`src/rtl/sfac_pkg.sv`:
```
// ----------------------------------------------------------------------------
// sfac_pkg
// shared types, constants and single-precision helper functions for the
// sphere frame anomaly check pipeline
// ----------------------------------------------------------------------------
package sfac_pkg;

   localparam int FW = 32;
   localparam int IW = 16;
   localparam int UW = 50;
   localparam int SQ_STEPS     = 24;
   localparam int SQ_PER_STAGE = 2;
   localparam int SQ_STAGES    = SQ_STEPS / SQ_PER_STAGE;

   localparam logic [2:0] ANOM_NONE = 3'd0;
   localparam logic [2:0] ANOM_BAD  = 3'd1;
   localparam logic [2:0] ANOM_ZERO = 3'd2;
   localparam logic [2:0] ANOM_POS  = 3'd3;
   localparam logic [2:0] ANOM_RAD  = 3'd4;

   localparam logic CSR_POS_THR = 1'b0;
   localparam logic CSR_RAD_THR = 1'b1;

   localparam logic [FW-1:0] THR_RESET = 32'h40A0_0000;
   localparam logic [FW-1:0] QNAN      = 32'h7FC0_0000;
   localparam logic [FW-1:0] INF_MAG   = 32'h7F80_0000;

   typedef struct packed {
      logic [FW-1:0] prev_x;
      logic [FW-1:0] prev_y;
      logic [FW-1:0] prev_z;
      logic [FW-1:0] prev_radius;
      logic [FW-1:0] cur_x;
      logic [FW-1:0] cur_y;
      logic [FW-1:0] cur_z;
      logic [FW-1:0] cur_radius;
      logic          has_prev;
      logic [IW-1:0] element_index;
   } req_type;

   typedef struct packed {
      logic [2:0]    anomaly;
      logic [IW-1:0] result_index;
   } rsp_type;

   // flags and pass-through data that ride along with the arithmetic
   typedef struct packed {
      logic          has_prev;
      logic          bad;
      logic          zero_hit;
      logic [IW-1:0] index;
      logic [FW-1:0] rd;
   } meta_type;

   // unrounded result: value = um * 2^(ue - 149)
   typedef struct packed {
      logic                 special;
      logic [FW-1:0]        spec_bits;
      logic                 sign;
      logic signed [11:0]   ue;
      logic [UW-1:0]        um;
   } unr_type;

   // square root recurrence state
   typedef struct packed {
      logic               special;
      logic [FW-1:0]      spec_bits;
      logic signed [9:0]  e;
      logic [48:0]        rem;
      logic [48:0]        q;
   } sq_type;

   function automatic logic is_nan(input logic [FW-1:0] x);
      return (&x[30:23]) && (|x[22:0]);
   endfunction

   function automatic logic is_inf(input logic [FW-1:0] x);
      return (&x[30:23]) && !(|x[22:0]);
   endfunction

   function automatic logic is_bad(input logic [FW-1:0] x);
      return &x[30:23];
   endfunction

   function automatic logic is_zero(input logic [FW-1:0] x);
      return x[30:0] == 31'd0;
   endfunction

   // ieee greater-than, false when either side is nan
   function automatic logic float_gt(input logic [FW-1:0] a, input logic [FW-1:0] b);
      logic [FW-1:0] ka;
      logic [FW-1:0] kb;
      ka = a[31] ? ~a : {1'b1, a[30:0]};
      kb = b[31] ? ~b : {1'b1, b[30:0]};
      if (is_nan(a) || is_nan(b)) return 1'b0;
      if (is_zero(a) && is_zero(b)) return 1'b0;
      return ka > kb;
   endfunction

   // alignment and add of a + b, three guard bits, the lowest of them sticky
   function automatic unr_type fadd_pre(input logic [FW-1:0] a, input logic [FW-1:0] b);
      unr_type     r;
      logic        sa, sb, sbig, ssm;
      logic [7:0]  ea, eb, ebig, esm, d;
      logic [23:0] ma, mb, mbig, msm;
      logic [26:0] xb, xs, xsh, lost;
      logic [27:0] mag;
      r  = '0;
      sa = a[31];
      sb = b[31];
      ea = (a[30:23] == 8'd0) ? 8'd0 : a[30:23] - 8'd1;
      eb = (b[30:23] == 8'd0) ? 8'd0 : b[30:23] - 8'd1;
      ma = {|a[30:23], a[22:0]};
      mb = {|b[30:23], b[22:0]};
      if ({eb, mb} > {ea, ma}) begin
         sbig = sb; ebig = eb; mbig = mb;
         ssm  = sa; esm  = ea; msm  = ma;
      end else begin
         sbig = sa; ebig = ea; mbig = ma;
         ssm  = sb; esm  = eb; msm  = mb;
      end
      d  = ebig - esm;
      xb = {mbig, 3'b000};
      xs = {msm, 3'b000};
      if (d >= 8'd27) begin
         xsh  = 27'd0;
         lost = {26'd0, |msm};
      end else begin
         xsh  = xs >> d;
         lost = xs << (8'd27 - d);
      end
      xsh[0] = xsh[0] | (lost != 27'd0);
      if (sbig == ssm) mag = {1'b0, xb} + {1'b0, xsh};
      else mag = {1'b0, xb} - {1'b0, xsh};
      r.sign = (mag == 28'd0) ? (sa & sb) : sbig;
      r.ue   = $signed({4'd0, ebig}) - 12'sd3;
      r.um   = UW'(mag);
      if (is_nan(a) || is_nan(b) || (is_inf(a) && is_inf(b) && (sa != sb))) begin
         r.special   = 1'b1;
         r.spec_bits = QNAN;
      end else if (is_inf(a)) begin
         r.special   = 1'b1;
         r.spec_bits = a;
      end else if (is_inf(b)) begin
         r.special   = 1'b1;
         r.spec_bits = b;
      end
      return r;
   endfunction

   // mantissa product of a * b
   function automatic unr_type fmul_pre(input logic [FW-1:0] a, input logic [FW-1:0] b);
      unr_type     r;
      logic [7:0]  ea, eb;
      logic [23:0] ma, mb;
      r  = '0;
      ea = (a[30:23] == 8'd0) ? 8'd0 : a[30:23] - 8'd1;
      eb = (b[30:23] == 8'd0) ? 8'd0 : b[30:23] - 8'd1;
      ma = {|a[30:23], a[22:0]};
      mb = {|b[30:23], b[22:0]};
      r.sign = a[31] ^ b[31];
      r.ue   = $signed({4'd0, ea}) + $signed({4'd0, eb}) - 12'sd149;
      r.um   = {26'd0, ma} * {26'd0, mb};
      if (is_nan(a) || is_nan(b) || (is_inf(a) && is_zero(b)) || (is_inf(b) && is_zero(a)))
      begin
         r.special   = 1'b1;
         r.spec_bits = QNAN;
      end else if (is_inf(a) || is_inf(b)) begin
         r.special   = 1'b1;
         r.spec_bits = {a[31] ^ b[31], INF_MAG[30:0]};
      end
      return r;
   endfunction

   // normalize and round to nearest even, with subnormals and overflow
   function automatic logic [FW-1:0] round_pack(input unr_type u);
      logic [5:0]         p;
      logic signed [13:0] p_s, ue_s, ebias, sh, base;
      logic [UW-1:0]      q_w, tmp;
      logic               rbit, st, inc;
      logic [40:0]        pk;
      p = 6'd0;
      for (int i = 0; i < UW; i++) begin
         if (u.um[i]) p = 6'(i);
      end
      p_s   = $signed({8'd0, p});
      ue_s  = $signed({{2{u.ue[11]}}, u.ue});
      ebias = p_s + ue_s - 14'sd22;
      sh    = p_s - 14'sd23;
      if (sh < -ue_s) sh = -ue_s;
      if (sh > 14'sd51) sh = 14'sd51;
      if (sh <= 14'sd0) begin
         q_w  = u.um << (-sh);
         rbit = 1'b0;
         st   = 1'b0;
      end else begin
         q_w  = u.um >> sh;
         tmp  = u.um >> (sh - 14'sd1);
         rbit = tmp[0];
         st   = |(u.um & ((UW'(1) << (sh - 14'sd1)) - UW'(1)));
      end
      inc  = rbit & (st | q_w[0]);
      base = (ebias >= 14'sd1) ? ebias - 14'sd1 : 14'sd0;
      pk   = (41'(base[12:0]) << 23) + 41'(q_w[23:0]) + 41'(inc);
      if (u.special) return u.spec_bits;
      if (u.um == '0) return {u.sign, 31'd0};
      if (pk >= 41'(INF_MAG)) return {u.sign, INF_MAG[30:0]};
      return {u.sign, pk[30:0]};
   endfunction

   // operand preparation for the bit-pair square root
   function automatic sq_type sqrt_pre(input logic [FW-1:0] s);
      sq_type            r;
      logic [4:0]        p;
      logic [23:0]       m;
      logic [24:0]       m2;
      logic signed [9:0] e;
      r = '0;
      p = 5'd0;
      for (int i = 0; i < 23; i++) begin
         if (s[i]) p = 5'(i);
      end
      if (s[30:23] == 8'd0) begin
         m = {1'b0, s[22:0]} << (5'd23 - p);
         e = $signed({5'd0, p}) - 10'sd149;
      end else begin
         m = {1'b1, s[22:0]};
         e = $signed({2'd0, s[30:23]}) - 10'sd127;
      end
      if (e[0]) begin
         m2 = {m, 1'b0};
         e  = e - 10'sd1;
      end else begin
         m2 = {1'b0, m};
      end
      r.rem = 49'(m2) << 23;
      r.q   = 49'd0;
      r.e   = e >>> 1;
      if (is_zero(s) || is_nan(s) || (is_inf(s) && !s[31])) begin
         r.special   = 1'b1;
         r.spec_bits = s;
      end else if (s[31]) begin
         r.special   = 1'b1;
         r.spec_bits = QNAN;
      end
      return r;
   endfunction

   // one result bit of the square root
   function automatic sq_type sqrt_step(input sq_type s, input int k);
      sq_type      r;
      logic [48:0] bitv, t;
      r    = s;
      bitv = 49'd1 << (46 - 2 * k);
      t    = s.q + bitv;
      if (s.rem >= t) begin
         r.rem = s.rem - t;
         r.q   = (s.q >> 1) + bitv;
      end else begin
         r.q = s.q >> 1;
      end
      return r;
   endfunction

   function automatic logic [FW-1:0] sqrt_post(input sq_type s);
      logic [48:0]       q;
      logic signed [9:0] e;
      q = s.q + 49'(s.rem > s.q);
      e = s.e;
      if (q[24]) begin
         q = q >> 1;
         e = e + 10'sd1;
      end
      e = e + 10'sd127;
      if (s.special) return s.spec_bits;
      return {1'b0, e[7:0], q[22:0]};
   endfunction

endpackage

```
`src/rtl/sfac_sqrt.sv`:
```
// ----------------------------------------------------------------------------
// sfac_sqrt
// correctly rounded single-precision square root, two result bits per stage
// ----------------------------------------------------------------------------
module sfac_sqrt (
   input  logic               clock,
   input  logic               reset,
   input  logic               en,
   input  logic               in_valid,
   input  sfac_pkg::meta_type in_meta,
   input  logic [31:0]        in_val,
   output logic               out_valid,
   output sfac_pkg::meta_type out_meta,
   output logic [31:0]        out_root
);
   import sfac_pkg::*;

   logic          pre_valid_ff;
   meta_type      pre_meta_ff;
   sq_type        pre_ff;

   logic [SQ_STAGES-1:0] stg_valid_ff;
   meta_type             stg_meta_ff [0:SQ_STAGES-1];
   sq_type               stg_ff      [0:SQ_STAGES-1];
   sq_type               stg_in      [0:SQ_STAGES-1];

   logic          fin_valid_ff;
   meta_type      fin_meta_ff;
   logic [FW-1:0] fin_ff;

   always_ff @(posedge clock) begin
      if (reset) begin
         pre_valid_ff <= 1'b0;
         stg_valid_ff <= '0;
         fin_valid_ff <= 1'b0;
      end else if (en) begin
         pre_valid_ff <= in_valid;
         stg_valid_ff <= {stg_valid_ff[SQ_STAGES-2:0], pre_valid_ff};
         fin_valid_ff <= stg_valid_ff[SQ_STAGES-1];
      end
   end

   for (genvar g = 0; g < SQ_STAGES; g++) begin : g_stage
      always_comb begin
         sq_type cur;
         cur = (g == 0) ? pre_ff : stg_ff[(g == 0) ? 0 : g-1];
         for (int k = 0; k < SQ_PER_STAGE; k++) begin
            cur = sqrt_step(cur, g * SQ_PER_STAGE + k);
         end
         stg_in[g] = cur;
      end

      always_ff @(posedge clock) begin
         if (en) begin
            stg_ff[g]      <= stg_in[g];
            stg_meta_ff[g] <= (g == 0) ? pre_meta_ff : stg_meta_ff[(g == 0) ? 0 : g-1];
         end
      end
   end

   always_ff @(posedge clock) begin
      if (en) begin
         pre_ff      <= sqrt_pre(in_val);
         pre_meta_ff <= in_meta;
         fin_ff      <= sqrt_post(stg_ff[SQ_STAGES-1]);
         fin_meta_ff <= stg_meta_ff[SQ_STAGES-1];
      end
   end

   assign out_valid = fin_valid_ff;
   assign out_meta  = fin_meta_ff;
   assign out_root  = fin_ff;

endmodule

```
`config.mk`:
```
export PLATFORM = sky130hd
export DESIGN_NAME = sfac_sqrt
export DESIGN_NICKNAME = d
export VERILOG_FILES = /design/src/rtl/sfac_pkg.sv /design/src/rtl/sfac_sqrt.sv
export SDC_FILE = /design/constraint.sdc
export NUM_CORES = 2
export LEC_CHECK = 0
export BUFFER_PORTS_ARGS = -buffer_cell sky130_fd_sc_hd__buf_2
export CORE_AREA = 2 2 546 548
export CTS_CLUSTER_SIZE = 30
export DETAILED_ROUTE_END_ITERATION = 7
export DIE_AREA = 0 0 548 550
export SLEW_MARGIN = 30
export SYNTH_ARGS = -nofsm -noshare
export SYNTH_HDL_FRONTEND = slang
export SYNTH_SLANG_ARGS = --single-unit
```
`constraint.sdc`:
```
create_clock -name clock -period 14.7 [get_ports clock]
set_input_delay 2.94 -clock clock [delete_from_list [all_inputs] [get_ports clock]]
set_output_delay 2.94 -clock clock [all_outputs]
set_load 0.02 [all_outputs]
```
**After elaboration in Yosys (flattened, before gate mapping)**

Memories as Yosys holds them, arrays and structs flattened. A register that Yosys moved wholly into a read port is not among the register bits.
Cells that the tools add are included.
W data, S select, Z words.

- ROM bits: 0
- Memories: 2
- RAM bits: 2304
- Output and inout port bits: 84
- Latch bits: 0
- Register bits: 164

- Order comparisons: 25
- Multipliers: 0
- Shift-type cells: 1
- Bitwise operators: 0
- Equality and inequality tests: 0
- Mux-type cells: 87
- Divide/modulo/power cells: 0
- Add/sub/neg operators: 77
- Reductions and logical operators: 11

Memory list:

| memory | words | bits a word | rd ports | clocked after Yosys merged registers in | wr ports | RTL line | source |
|---|---|---|---|---|---|---|---|
| stg_ff | 12 | 141 | 12 | 0 | 12 | sfac_sqrt.sv:24 | `sq_type stg_ff [0:SQ_STAGES-1];` |
| stg_meta_ff | 12 | 51 | 12 | 1 | 12 | sfac_sqrt.sv:23 | `meta_type stg_meta_ff [0:SQ_STAGES-1];` |

Operator list:

| operator | count |
|---|---|
| $mux W49 | 47 |
| $ge A49 B49 Y1 | 23 |
| $sub A49 B49 Y49 | 23 |
| $mux W5 | 22 |
| $mux W32 | 2 |
| $add A48 B1 Y49 const B | 1 |
| $add A48 B11 Y49 const B | 1 |
| $add A48 B13 Y49 const B | 1 |
| $add A48 B15 Y49 const B | 1 |
| $add A48 B17 Y49 const B | 1 |
| $add A48 B19 Y49 const B | 1 |
| $add A48 B21 Y49 const B | 1 |
| $add A48 B23 Y49 const B | 1 |
| $add A48 B25 Y49 const B | 1 |
| $add A48 B27 Y49 const B | 1 |
| $add A48 B29 Y49 const B | 1 |
| $add A48 B3 Y49 const B | 1 |
| $add A48 B31 Y49 const B | 1 |
| $add A48 B33 Y49 const B | 1 |
| $add A48 B35 Y49 const B | 1 |
| $add A48 B37 Y49 const B | 1 |
| $add A48 B39 Y49 const B | 1 |
| $add A48 B41 Y49 const B | 1 |
| $add A48 B43 Y49 const B | 1 |
| other kinds (53) | 65 |

**Depth between registers and ports, before layout**

- Word-level depth: 28
- Mapped depth: 32
- Mapped depth without buffers: 30

**Least setup slack after synthesis**

No wires, ideal clock.

- Path type: reg-to-reg
- Start point: memory stg_ff[2][150] in the netlist's numbering
- End point: memory stg_ff[2][343] in the netlist's numbering (data pin)
- Cell stages (with the launch flop): 29
- Period minus slack after synthesis: 6.226 ns
- Slack: 8.474 ns
- Arrival: 5.966 ns
- Required time: 14.440 ns
- Cells stage by stage: edfxtp_1 inv_1 ha_1 a21o_1 a21oi_1 o211ai_1 a21o_1 nand4_1 and3_1 buf_2 inv_1 clkbuf_1 buf_1 nor2_1 a21oi_1 ha_1 a21o_1 a21o_1 a21oi_1 o21ai_0 a31oi_1 a21boi_0 o21ai_0 nand2b_1 or4_4 or4_4 or2_4 buf_6 mux2_4

RTL lines:

| what | RTL line |
|---|---|
| from (decl) | sfac_sqrt.sv:24 |

==> metrics.md <==
| Metric | Value |
|---|---|
| H-tree levels | 4 |
| RSZ-0062 raised after global routing | no |
| LEAKAGE | 33.9 nW |
| Die ar. | about 300,000 sq um |
| CP Capture Type | flip-flop |
| Top_reg_cell synth | edfxtp_1 |
| Clock Path Buffers | 4 |
| Peak VDD IR | between 0.08 and 0.09 mV |
| WL/cell | 15.9 microns |
| Synthesized area | between 80,000 and 90,000 sq um |
| Via count | ~47,000 |
| Mapped Nets | between 6,000 and 7,000 |
| Number of synthesized flops with an enable pin | 1,844 |
| Max_slew headroom | 35.8% |
| Synthesis Warnings | 0 |
| Synth Area per Inst | between 10 and 15 sq um |
| Asr flop ratio synth | 0% |
| Setup Buffers After CTS | 0 |
| Die height | 550 microns |
| Mapped Cells | 5,995 |
| Final TNS setup | 0 ns |
| Post-synthesis sequential area ratio | around two thirds |
| Layout area overhead | 15.0% |
| Max-cap viol count | 0 |
| Fmax | 0.123 GHz |
| Total Routed Length | roughly 170 mm |
| Detailed Route Iter0 Violations | 3,300 |
| Vias in the first global route | 47,500 |
| Final GP Congestion | about 0.87 |
| Min-delay worst type | flip-flop to flip-flop |
| Dpl hpwl | 117 mm |
| Overall Power | 14.9 mW |
| Worst EP arrival | just under 9 ns |
| Placed inst area | 88,100 sq um |
| Status | completed |
| Crit path max fanout | 34 |
| Count of cell types in the netlist | 97 |
| I/O pin cnt | 171 |
| Yosys reg bits | 1,858 |
| CTS Root Cell | clkbuf_16 |
| Final Max Tran Viols | 0 |
| Die width | 548 microns |
| Initial Util | between 20% and 30% |
| DRT Pass-1 Iters | 6 |
| Post_cts resized | 0 |
| Setup Skew | 0.0478 ns |
| Hold buffers post-CTS | 0 |
| Critical path type | flip-flop to flip-flop |
| Total gr overflow | 0 |
| Clk_lat worst skew | 0.85 ns |
| Initial antenna violation count | 10 |
| TritonCTS clock tree | built |
| Fraction of layout cells with a size suffix above 1 | 9.99% |
| Final hold vios | 0 |
| Final Cycle Share | 55.5% |
| Pwr/cell area | between 150 and 200 nW/um^2 |
| I/O Buffers | 170 |
| Global-route wire length before repair | ~260 mm |
| Inserted Clock Buffers | 204 |
| Largest net degree at the start of global routing | 182 |
| Clock sinks | 1,858 |
| Vias per std cell | 4.52 |
| Period minus WS final | 8.15 ns |
| DRC | 0 |
| Clock transition at path regs | 0.06 ns |
| Final setup viols | 0 |
| Required time of the worst setup path | 15.25 ns |
| Global-route usage over all layers | around 11% |
| Core area | just under 300,000 sq um |
| Measured slew at the worst slew-check pin | 0.964 ns |
| Final Cell Area | 94,800 sq um |
| Post-route ant nets | 0 |
| Layout Nets | roughly 6,700 |
| Rows | 200 |
| CP startpoint kind | flip-flop |
-- logic make-up (layout without fill, tap and decap cells) --
| family | Yosys count | count (layout) | synth area share, % |
|---|---|---|---|
| flip-flops | 1858 | 1858 | 67.5 |
| AND/OR/NAND/NOR | 1605 | 1605 | 9.60 |
| AO/OA/AOI/OAI | 1131 | 1131 | 8.75 |
| adder cells (fa/ha/maj) | 330 | 330 | 5.07 |
| buffers and inverters | 453 | 904 | 2.12 |
| multiplexers | 147 | 147 | 1.92 |
| other | 0 | 5 | 0 |
| XOR/XNOR | 471 | 471 | 5.01 |
-- cell usage after synthesis, types with 9 or more instances --
library cell  count  area (sq um)
or3_1            46           288
a211o_1          13           114
nor4b_1          20           175
or2_2            23           144
buf_1            13          48.8
o21ai_0         246          1230
xor2_1          168          1470
nor2_1          460          1730
edfxtp_1       1844         55400
dfxtp_1          14           280
nand2b_1         43           269
a21oi_1         355          1780
nand3b_1         19           143
nor2b_1          70           438
mux2i_1          69           691
o22ai_1          13          81.3
mux2_2           75           845
and2_1           44           275
o41ai_1           9          78.8
o31ai_1          39           293
nor4_1           70           438
nor3_1          141           706
o211ai_1         22           165
nand4b_1         13           114
o21a_1           75           563
or4_1            25           188
xnor2_1         303          2650
a31o_2            9          78.8
and3_1           33           206
o21bai_1         38           285
clkbuf_1        101           379
nand2_1         378          1420
a21o_1           96           721
a211oi_1         26           195
nand4_1          65           407
a31oi_1          33           206
nand3_1         105           526
a21boi_0         16           120
inv_1           324          1220
nor3b_1          12          90.1
o31a_1           13           114
ha_1            323          4040
a22oi_1          13          97.6
-- cell type report --
| type | count | area, sq um |
|---|---|---|
| inverter | 326 | 1220 |
| timing repair buffer | 215 | 1350 |
| fill | 28800 | 201000 |
| tap | 3939 | 4930 |
| sequential | 1858 | 55700 |
| antenna | 5 | 12.5 |
| clock buffer | 257 | 5380 |
| clock inverter | 106 | 1170 |
| multi-input combinational | 3684 | 25100 |
-- routing by layer --
layer / global-route usage [%] / up-vias / share of wire [%]
met1: 14.1 / 22500 / 46
met4: 3.92 / 0 / 3.4
met5: 0 / - / 0
li1: - / 23200 / -
met3: 1.80 / 337 / 4.3
met2: 17.7 / 952 / 46
-- stage by stage --
stage               instances  utilization (%)  worst slack, ns  hold WS [ns]
finish                  10400             32.1             6.55         0.401
global route            10400             32.1             5.63         0.402
CTS                     10400             32.0             6.87         0.395
detailed placement      10000             29.8             6.85         0.405
global placement        10000             29.8             6.95         0.400
floorplan                5995                -             8.47         0.400
-- path summary, 6_finish.rpt --
path	cells past startpoint	startpoint	to	slack, ns
max reg2reg	26	stg_ff[2][287]	stg_ff[2][512]	6.55
min	0	stg_meta_ff[5][35]	stg_meta_ff[6][35]	0.40
min reg2reg	0	stg_meta_ff[5][35]	stg_meta_ff[6][35]	0.40
max	26	stg_ff[2][287]	stg_ff[2][512]	6.55
-- worst max-delay path: stages, from the launching register on --
cell and delay [ns]:
edfxtp_1 0.41, inv_1 0.09, ha_1 0.34, a211oi_1 0.27
nor2_1 0.16, o2111a_1 0.38, o21ai_1 0.56, nand2_1 0.26
buf_4 0.32, o21ai_0 0.32, ha_1 0.30, a21oi_1 0.21
o21bai_1 0.15, a2111oi_0 0.44, buf_4 0.20, o21a_1 0.20
o41ai_1 0.14, a221o_1 0.38, a21oi_1 0.27, a21boi_0 0.35
nand4_1 0.19, nor2_1 0.13, buf_4 0.24, clkinv_1 0.71
nand4_1 0.53, a21oi_1 0.14, xor2_1 0.15
-- flip-flops by register name, summed over array words and instances, names as in the netlist --
name            cells
stg_ff           1032
stg_meta_ff       612
out_meta           51
pre_meta_ff        51
g_stage.$2.cur     41
out_root           32
pre_ff             25
stg_valid_ff       12
out_valid           1
pre_valid_ff        1
-- placed cells by master (no fill, tap or decap), types with 30 or more instances in the layout --
cell type,count
buf_4,32
o21a_1,75
o31ai_1,39
ha_1,323
a31oi_1,33
nor2_1,458
nor4_1,67
mux2_2,75
a21o_1,96
o21ai_0,246
xnor2_1,303
clkinv_1,33
nor2b_1,70
nor3_1,139
buf_2,169
o21bai_1,38
edfxtp_1,1844
nand4_1,65
inv_1,323
or3_1,46
clkbuf_16,205
clkbuf_1,47
and3_1,33
nand2_1,378
clkinv_2,30
and2_1,43
nand3_1,105
xor2_1,168
nand2b_1,43
mux2i_1,69
a21oi_1,354
-- power by group --
| group | switching (mW) | internal (mW) |
|---|---|---|
| Combinational | 1.76 | 1.25 |
| Clock | 2.00 | 2.99 |
| Sequential | 0.338 | 6.53 |
| Total | 4.10 | 10.8 |
Power figures use the tool's default switching activity.
